==> src/rtl/bdar_pkg.sv <==
// bdar_pkg: shared types and constants of the button debounce and auto-repeat block
// used by every rtl module of the block and by its checker
package bdar_pkg;

    localparam int unsigned NUM_BUTTONS = 3;
    localparam int unsigned CNT_W       = 16;
    localparam int unsigned IDX_W       = 2;
    localparam int unsigned REG_IDX_W   = 3;

    // item commands and pin levels
    localparam logic CMD_TICK    = 1'b0;
    localparam logic CMD_POLL    = 1'b1;
    localparam logic PIN_PRESSED = 1'b0;

    // button index that names no button
    localparam logic [IDX_W-1:0] IDX_NONE  = 2'd3;
    // lock register value when no button holds the machine
    localparam logic [IDX_W-1:0] LOCK_NONE = 2'd0;

    // phase codes as shown on the result port
    localparam logic [1:0] PHASE_IDLE     = 2'd0;
    localparam logic [1:0] PHASE_DEBOUNCE = 2'd1;
    localparam logic [1:0] PHASE_CLICKED  = 2'd2;
    localparam logic [1:0] PHASE_REPEAT   = 2'd3;

    // configuration register indexes
    localparam logic [REG_IDX_W-1:0] REG_DEBOUNCE_TICKS = 3'd0;
    localparam logic [REG_IDX_W-1:0] REG_HOLD_A         = 3'd1;
    localparam logic [REG_IDX_W-1:0] REG_REPEAT_A       = 3'd2;
    localparam logic [REG_IDX_W-1:0] REG_HOLD_B         = 3'd3;
    localparam logic [REG_IDX_W-1:0] REG_REPEAT_B       = 3'd4;
    localparam logic [REG_IDX_W-1:0] REG_HOLD_C         = 3'd5;
    localparam logic [REG_IDX_W-1:0] REG_REPEAT_C       = 3'd6;

    localparam logic [CNT_W-1:0] RST_DEBOUNCE_TICKS = 16'd50;
    localparam logic [CNT_W-1:0] RST_HOLD_MS        = 16'd1000;
    localparam logic [CNT_W-1:0] RST_REPEAT_MS      = 16'd200;

    typedef struct packed {
        logic [CNT_W-1:0]                  debounce_ticks;
        logic [NUM_BUTTONS-1:0][CNT_W-1:0] hold_ms;
        logic [NUM_BUTTONS-1:0][CNT_W-1:0] rpt_ms;
    } t_cfg;

    typedef struct packed {
        logic       command;
        logic [1:0] button_index;
        logic       pin_level;
    } t_item;

    typedef struct packed {
        logic       click_fire;
        logic       hold_fire;
        logic [1:0] phase;
    } t_result;

endpackage

==> src/rtl/bdar_cfg.sv <==
// bdar_cfg: configuration register file, debounce time and per-button delays
// depends on bdar_pkg
module bdar_cfg
    import bdar_pkg::*;
(
    input  logic                 i_clk,
    input  logic                 i_rst_n,
    input  logic                 i_cfg_valid,
    input  logic [REG_IDX_W-1:0] i_cfg_index,
    input  logic [CNT_W-1:0]     i_cfg_data,
    output logic                 o_cfg_ready,
    output t_cfg                 o_cfg
);

    t_cfg r_cfg;
    t_cfg n_cfg;

    assign o_cfg_ready = 1'b1;
    assign o_cfg       = r_cfg;

    always_comb begin
        n_cfg = r_cfg;
        if (i_cfg_valid) begin
            unique case (i_cfg_index)
                REG_DEBOUNCE_TICKS: n_cfg.debounce_ticks = i_cfg_data;
                REG_HOLD_A:         n_cfg.hold_ms[0]     = i_cfg_data;
                REG_REPEAT_A:       n_cfg.rpt_ms[0]      = i_cfg_data;
                REG_HOLD_B:         n_cfg.hold_ms[1]     = i_cfg_data;
                REG_REPEAT_B:       n_cfg.rpt_ms[1]      = i_cfg_data;
                REG_HOLD_C:         n_cfg.hold_ms[2]     = i_cfg_data;
                REG_REPEAT_C:       n_cfg.rpt_ms[2]      = i_cfg_data;
                default:            n_cfg = r_cfg;
            endcase
        end
    end

    always_ff @(posedge i_clk) begin
        if (!i_rst_n) begin
            r_cfg.debounce_ticks <= RST_DEBOUNCE_TICKS;
            for (int b = 0; b < NUM_BUTTONS; b++) begin
                r_cfg.hold_ms[b] <= RST_HOLD_MS;
                r_cfg.rpt_ms[b]  <= RST_REPEAT_MS;
            end
        end else begin
            r_cfg <= n_cfg;
        end
    end

endmodule

==> src/rtl/bdar_core.sv <==
// bdar_core: shared phase machine, countdown and button lock
// depends on bdar_pkg; takes one item per step and returns its result
module bdar_core
    import bdar_pkg::*;
(
    input  logic    i_clk,
    input  logic    i_rst_n,
    input  logic    i_step,
    input  t_item   i_item,
    input  t_cfg    i_cfg,
    output t_result o_result
);

    typedef enum logic [1:0] {
        S_IDLE     = PHASE_IDLE,
        S_DEBOUNCE = PHASE_DEBOUNCE,
        S_CLICKED  = PHASE_CLICKED,
        S_REPEAT   = PHASE_REPEAT
    } t_phase;

    t_phase           r_phase, n_phase;
    logic [CNT_W-1:0] r_count, n_count;
    logic [IDX_W-1:0] r_lock, n_lock;

    logic [IDX_W-1:0] lock_code;
    logic             lock_ok;
    logic [CNT_W-1:0] sel_hold;
    logic [CNT_W-1:0] sel_repeat;
    logic             click;
    logic             hold;

    // per-button delay select, index 3 never reaches a load
    always_comb begin
        case (i_item.button_index)
            2'd0:    begin sel_hold = i_cfg.hold_ms[0]; sel_repeat = i_cfg.rpt_ms[0]; end
            2'd1:    begin sel_hold = i_cfg.hold_ms[1]; sel_repeat = i_cfg.rpt_ms[1]; end
            default: begin sel_hold = i_cfg.hold_ms[2]; sel_repeat = i_cfg.rpt_ms[2]; end
        endcase
    end

    assign lock_code = i_item.button_index + 2'd1;
    assign lock_ok   = (r_lock == LOCK_NONE) || (r_lock == lock_code);

    always_comb begin
        n_phase = r_phase;
        n_count = r_count;
        n_lock  = r_lock;
        click   = 1'b0;
        hold    = 1'b0;
        if (i_item.command == CMD_TICK) begin
            if (r_count != '0) begin
                n_count = r_count - 1'b1;
            end
        end else if (i_item.button_index != IDX_NONE && lock_ok) begin
            if (i_item.pin_level == PIN_PRESSED) begin
                if (r_phase == S_IDLE) begin
                    n_phase = S_DEBOUNCE;
                    n_count = i_cfg.debounce_ticks;
                end else if (r_count == '0) begin
                    unique case (r_phase)
                        S_DEBOUNCE: begin
                            click   = 1'b1;
                            n_phase = S_CLICKED;
                            n_count = {1'b0, sel_hold[CNT_W-1:1]};
                            n_lock  = lock_code;
                        end
                        S_CLICKED: begin
                            n_phase = S_REPEAT;
                        end
                        default: begin
                            hold    = 1'b1;
                            n_count = {1'b0, sel_repeat[CNT_W-1:1]};
                        end
                    endcase
                end
            end else if (r_phase == S_CLICKED || r_phase == S_REPEAT) begin
                // release ends the press and frees the machine
                n_phase = S_IDLE;
                n_lock  = LOCK_NONE;
            end
        end
    end

    assign o_result.click_fire = click;
    assign o_result.hold_fire  = hold;
    assign o_result.phase      = n_phase;

    always_ff @(posedge i_clk) begin
        if (!i_rst_n) begin
            r_phase <= S_IDLE;
            r_count <= '0;
            r_lock  <= LOCK_NONE;
        end else if (i_step) begin
            r_phase <= n_phase;
            r_count <= n_count;
            r_lock  <= n_lock;
        end
    end

endmodule

==> src/rtl/button_debounce_autorepeat_top.sv <==
// button debounce and auto-repeat qualifier, top level
// holds the input and result registers; uses bdar_pkg, bdar_cfg and bdar_core
//
// Input channel: i_in_valid / o_in_stall carry one item, either a 2 ms tick
// or a poll of one active-low button (i_command, i_button_index, i_pin_level).
// Output channel: o_out_valid / i_out_stall carry one result per item:
// o_click_fire, o_hold_fire and o_phase (phase after the item).
// Config channel: i_cfg_valid / o_cfg_ready with i_cfg_index, i_cfg_data;
// o_cfg_ready is always high. Write only while no item is in flight.
// Path: an accepted item is registered in the input register, handled by the phase
// machine when the output may advance, and its result is registered for the output.
// Throughput: one item per cycle while the receiver does not stall; the shared
// countdown and phase machine update their state with every item they step.
// While the receiver stalls, the result holds and one more item is taken
// into the input register; then o_in_stall rises.
// Reset clears both valid flags, the phase machine (idle, countdown zero,
// no lock) and loads the default delays.
module button_debounce_autorepeat_top
    import bdar_pkg::*;
(
    input  logic                 i_clk,
    input  logic                 i_rst_n,
    input  logic                 i_in_valid,
    output logic                 o_in_stall,
    input  logic                 i_command,
    input  logic [1:0]           i_button_index,
    input  logic                 i_pin_level,
    output logic                 o_out_valid,
    input  logic                 i_out_stall,
    output logic                 o_click_fire,
    output logic                 o_hold_fire,
    output logic [1:0]           o_phase,
    input  logic                 i_cfg_valid,
    output logic                 o_cfg_ready,
    input  logic [REG_IDX_W-1:0] i_cfg_index,
    input  logic [CNT_W-1:0]     i_cfg_data
);

    t_cfg    cfg;
    t_result result;

    logic    r_in_valid;
    t_item   r_in_item;
    logic    r_out_valid;
    t_result r_out;

    logic adv_out;
    logic step;
    logic in_take;

    bdar_cfg u_cfg (
        .i_clk       (i_clk),
        .i_rst_n     (i_rst_n),
        .i_cfg_valid (i_cfg_valid),
        .i_cfg_index (i_cfg_index),
        .i_cfg_data  (i_cfg_data),
        .o_cfg_ready (o_cfg_ready),
        .o_cfg       (cfg)
    );

    bdar_core u_core (
        .i_clk    (i_clk),
        .i_rst_n  (i_rst_n),
        .i_step   (step),
        .i_item   (r_in_item),
        .i_cfg    (cfg),
        .o_result (result)
    );

    assign adv_out    = !r_out_valid || !i_out_stall;
    assign step       = r_in_valid && adv_out;
    assign o_in_stall = r_in_valid && !adv_out;
    assign in_take    = i_in_valid && !o_in_stall;

    always_ff @(posedge i_clk) begin
        if (!i_rst_n) begin
            r_in_valid  <= 1'b0;
            r_out_valid <= 1'b0;
        end else begin
            if (adv_out) begin
                r_out_valid <= r_in_valid;
            end
            if (!o_in_stall) begin
                r_in_valid <= i_in_valid;
            end
        end
    end

    always_ff @(posedge i_clk) begin
        if (in_take) begin
            r_in_item <= '{command: i_command, button_index: i_button_index,
                           pin_level: i_pin_level};
        end
        if (step) begin
            r_out <= result;
        end
    end

    assign o_out_valid  = r_out_valid;
    assign o_click_fire = r_out.click_fire;
    assign o_hold_fire  = r_out.hold_fire;
    assign o_phase      = r_out.phase;

endmodule

==> config.mk <==
export PLATFORM = sky130hd
export DESIGN_NAME = button_debounce_autorepeat_top
export DESIGN_NICKNAME = d
export VERILOG_FILES = /design/src/rtl/bdar_pkg.sv /design/src/rtl/bdar_cfg.sv /design/src/rtl/bdar_core.sv /design/src/rtl/button_debounce_autorepeat_top.sv
export SDC_FILE = /design/constraint.sdc
export NUM_CORES = 1
export LEC_CHECK = 0
export BUFFER_PORTS_ARGS = -buffer_cell sky130_fd_sc_hd__buf_2
export CORE_ASPECT_RATIO = 0.7
export CORE_MARGIN = 2
export CORE_UTILIZATION = 55
export DETAILED_ROUTE_END_ITERATION = 10
export GPL_TIMING_DRIVEN = 0
export PLACE_DENSITY = 0.76
export SYNTH_ARGS = -nofsm -noshare
export SYNTH_HDL_FRONTEND = slang
export SYNTH_SLANG_ARGS = --single-unit
==> constraint.sdc <==
create_clock -name i_clk -period 2.2 [get_ports i_clk]
set_input_delay 0.44 -clock i_clk [delete_from_list [all_inputs] [get_ports i_clk]]
set_output_delay 0.44 -clock i_clk [all_outputs]
set_load 0.05 [all_outputs]
==> run_results.csv <==
group,metric,value,unit
sta,slew_violations,0,
global_route,gr-usage-all-layers,34.10,%
sta,relSlewSlack,49.87,%
sta,setup_tns,-11.68,ps
worst_setup_path,setup.worst_path.end_class,"flip-flop",
route,first_pass_iters,7,
floorplanning,start_util,56.85,%
run_status,status,"complete, but fails checks",
clock_network,cts_hold_buf,0,
global_route,antenna_found_initial,0,
job,cap_violations,0,
route,wl_per_cell,20.11,um
yosys,syn_nets,857,
floorplanning,boundaryPins,35,
route,vias,6737,
yosys,syn_area_per_cell,7.716,um2
sta,whs,178.4,ps
route,drc,0,
sta,clock_skew,8.370,ps
yosys,seq_area_frac_synth,44.30,%
floorplanning,die-height,93.74,um
worst_setup_path,worstPathArrival,2500,ps
worst_setup_path,slowest_delay,510,ps
global_route,grt_pass1_wl,32950,um
worst_setup_path,crit_family,"compound AO/OA/AOI/OAI gates",
clock_network,clock_latency,430,ps
min_path,hold_start,"i_pin_level",
clock_network,cts_buffers,17,
sta,fmax,452.2,MHz
sta,post-route-min-period,2211,ps
run_status,violations,"negative setup slack",
final_layout,fin_nets,928,
yosys,syn_inst,820,
worst_setup_path,startpoint_type,"flip-flop",
yosys,synthFlopType,"dfxtp_1",
yosys,synth_edf_count,8,
pwr,ir_drop,0.5824,mV
sta,rsz0062_at_grt,"yes",
sta,fin_crit_sh,100.5,%
final_layout,area_growth,24.92,%
yosys,synth-seq-cells,136,
floorplanning,die_area,12390,um2
pwr,leakage,0.002910,uW
clock_network,cts_max_level,4,
clock_network,clk_pin_slew,60,ps
placement,post-dp-hpwl,14410,um
worst_setup_path,worstPathRequired,2490,ps
yosys,ys_types,62,
placement,gp_congestion,0.9757,
clock_network,clockBufferDepth,2,
worst_setup_path,cp_slowest_cell,"edfxtp_1",
sta,final-setup-viol-count,2,
global_route,grt_max_degree,17,
floorplanning,coreArea,11130,um2
worst_setup_path,crit_type,"flip-flop to flip-flop",
placement,io_buffers,33,
yosys,ys_async_sr_fraction,0,%
floorplanning,fp-row-count,32,
route,routed_wl,21240,um
route,ant_nets,0,
yosys,synthesis.area,6327,um2
sta,final.setup.worst_slack,-11.36,ps
global_route,grt-ovfl-total,0,
worst_setup_path,crit_buf_inv,3,
clock_network,cts-root-buf,"clkbuf_16",
global_route,grt_pass1_vias,6215,
sta,hold_viol_final,0,
worst_setup_path,critPathMaxFanout,8,
worst_setup_path,path_cells,"inv_2, ha_4, nor2_4, buf_8, buf_4, a211oi_1, a311oi_1, a311oi_1, o32ai_1",
clock_network,cts_tree,"built",
yosys,ys_warn_count,0,
worst_setup_path,r2r-start,"r_in_item[1]$_DFFE_PP_",
route,via_per_inst,6.380,
route,first_iter_violations,850,
final_layout,n_antenna_cell,0,
min_path,hold_class,"input pin to flip-flop",
sta,worst_slew_pin_slew,746.1,ps
floorplanning,die_w,132.2,um
pwr,p_per_area,850.7,nW/um2
clock_network,cts_sinks,136,
worst_setup_path,cp_common_cell,"a311oi_1",
worst_setup_path,crit_start,"r_in_item[1]$_DFFE_PP_",
final_layout,drive_gt1_share,18.49,%
==> placed cells by master (no fill, tap or decap), types with 9 or more instances in the layout <==
cell       synthesis  final
nand2_1          256    256
dfxtp_1          128    122
a21oi_1           92     91
nand3_1           42     42
buf_2              2     37
clkbuf_1          48     35
buf_4              2     23
a211oi_1          30     21
nor2_1            21     20
a22o_1            17     17
clkbuf_16          0     17
o21ai_0           17     13
a22oi_1           13     12
nor3_1            12     11
inv_1             13     10
o22ai_1            9      9
a211oi_2           1      9
==> layout make-up <==
cell class              count  area, um2
plain buffers              56      309.0
clock buffers              18      429.2
clock inverters            13      181.4
fillers                   890       3227
inverters                  14      52.55
multi-input cells         611       3587
flip-flops and latches    136       2815
well taps                 153      191.4
repair buffers             55      337.8
==> metrics by stage <==
step / area, um2 / setup WS, ps / std cells / total power (uW) / utilization, %
2_1_floorplan: 6327 / 26.36 / 820 / 3198 / -
3_3_place_gp: 6684 / -799.3 / 1006 / 3450 / 60.05
3_5_place_dp: 6684 / -794.8 / 1006 / 3469 / 60.05
4_1_cts: 7604 / -32.85 / 1045 / 6557 / 68.31
5_1_grt: 7904 / -75.00 / 1056 / 6903 / 71.01
6_report: 7904 / -11.36 / 1056 / 6724 / 71.01
==> flip-flops by register name (all words and copies together) (netlist names) <==
name,count
o_click_fire,1
o_hold_fire,1
o_out_valid,1
o_phase,2
r_in_item,4
r_in_valid,1
u_cfg.o_cfg,106
u_core.r_count,16
u_core.r_lock,2
u_core.r_phase,2
==> final timing paths <==
kind	slack (ps)	cells past startpoint	end
setup reg to reg	-10	9	u_core.r_count[6]$_SDFFE_PN0P_
hold / removal	180	1	r_in_item[0]$_DFFE_PP_
hold reg to reg	460	2	u_cfg.o_cfg[30]$_SDFFE_PN0P_
setup / recovery	-10	9	u_core.r_count[6]$_SDFFE_PN0P_
==> cell usage after synthesis (7+ instances only) <==
library cell	instances	area, um2
a22o_1	17	148.9
nor2_1	21	78.83
dfxtp_1	128	2562
nand2b_1	7	43.79
a311oi_1	15	131.4
o21ai_0	17	85.08
nor3_1	12	60.06
ha_1	9	112.6
edfxtp_1	8	240.2
clkbuf_1	48	180.2
o22ai_1	9	56.30
inv_1	13	48.80
a211oi_1	30	225.2
nand2_1	256	960.9
a21oi_1	92	460.4
nand3_1	42	210.2
a22oi_1	13	97.59
==> layer usage <==
metal	part of all wire (%)	track usage, %	up-vias
met1	43	48.13	3223
met4	2.0	9.677	0
met3	11	7.551	46
met2	44	52.82	415
li1	-	-	3053
met5	0	0	-
==> power breakdown <==
part	internal (uW)	switching, uW	total, uW
Combinational	417	669	1090
Sequential	2560	63.1	2630
Clock	1880	1130	3010
Total	4870	1860	6720
==> logic make-up (layout without fill, tap and decap cells) <==
| kind of cell | count (synthesis) | count (layout) | share of synthesized area (%) |
|---|---|---|---|
| and+or+nand+nor | 371 | 371 | 25.11 |
| AOI/OAI and AO/OA | 228 | 228 | 23.83 |
| DFF | 136 | 136 | 44.30 |
| buffers and inverters | 73 | 156 | 4.607 |
| adders and majority gates | 9 | 9 | 1.780 |
| muxes | 2 | 2 | 0.3164 |
| other | 1 | 1 | 0.05927 |
==> repair_timing <==
action                                  in CTS  in global routing
endpoints found under the setup margin      22                 23
pin swaps                                   13                 23
gates resized for setup                     66                 59
setup buffers                               10                 12
==> worst reg2reg max path, stage by stage, from the launching register on <==
cell and delay [ps]:
edfxtp_1 510, inv_2 120, ha_4 200, nor2_4 60
buf_8 140, buf_4 150, a211oi_1 340, a311oi_1 110
a311oi_1 320, o32ai_1 120
No activity file was read; power rests on OpenSTA's default activity.
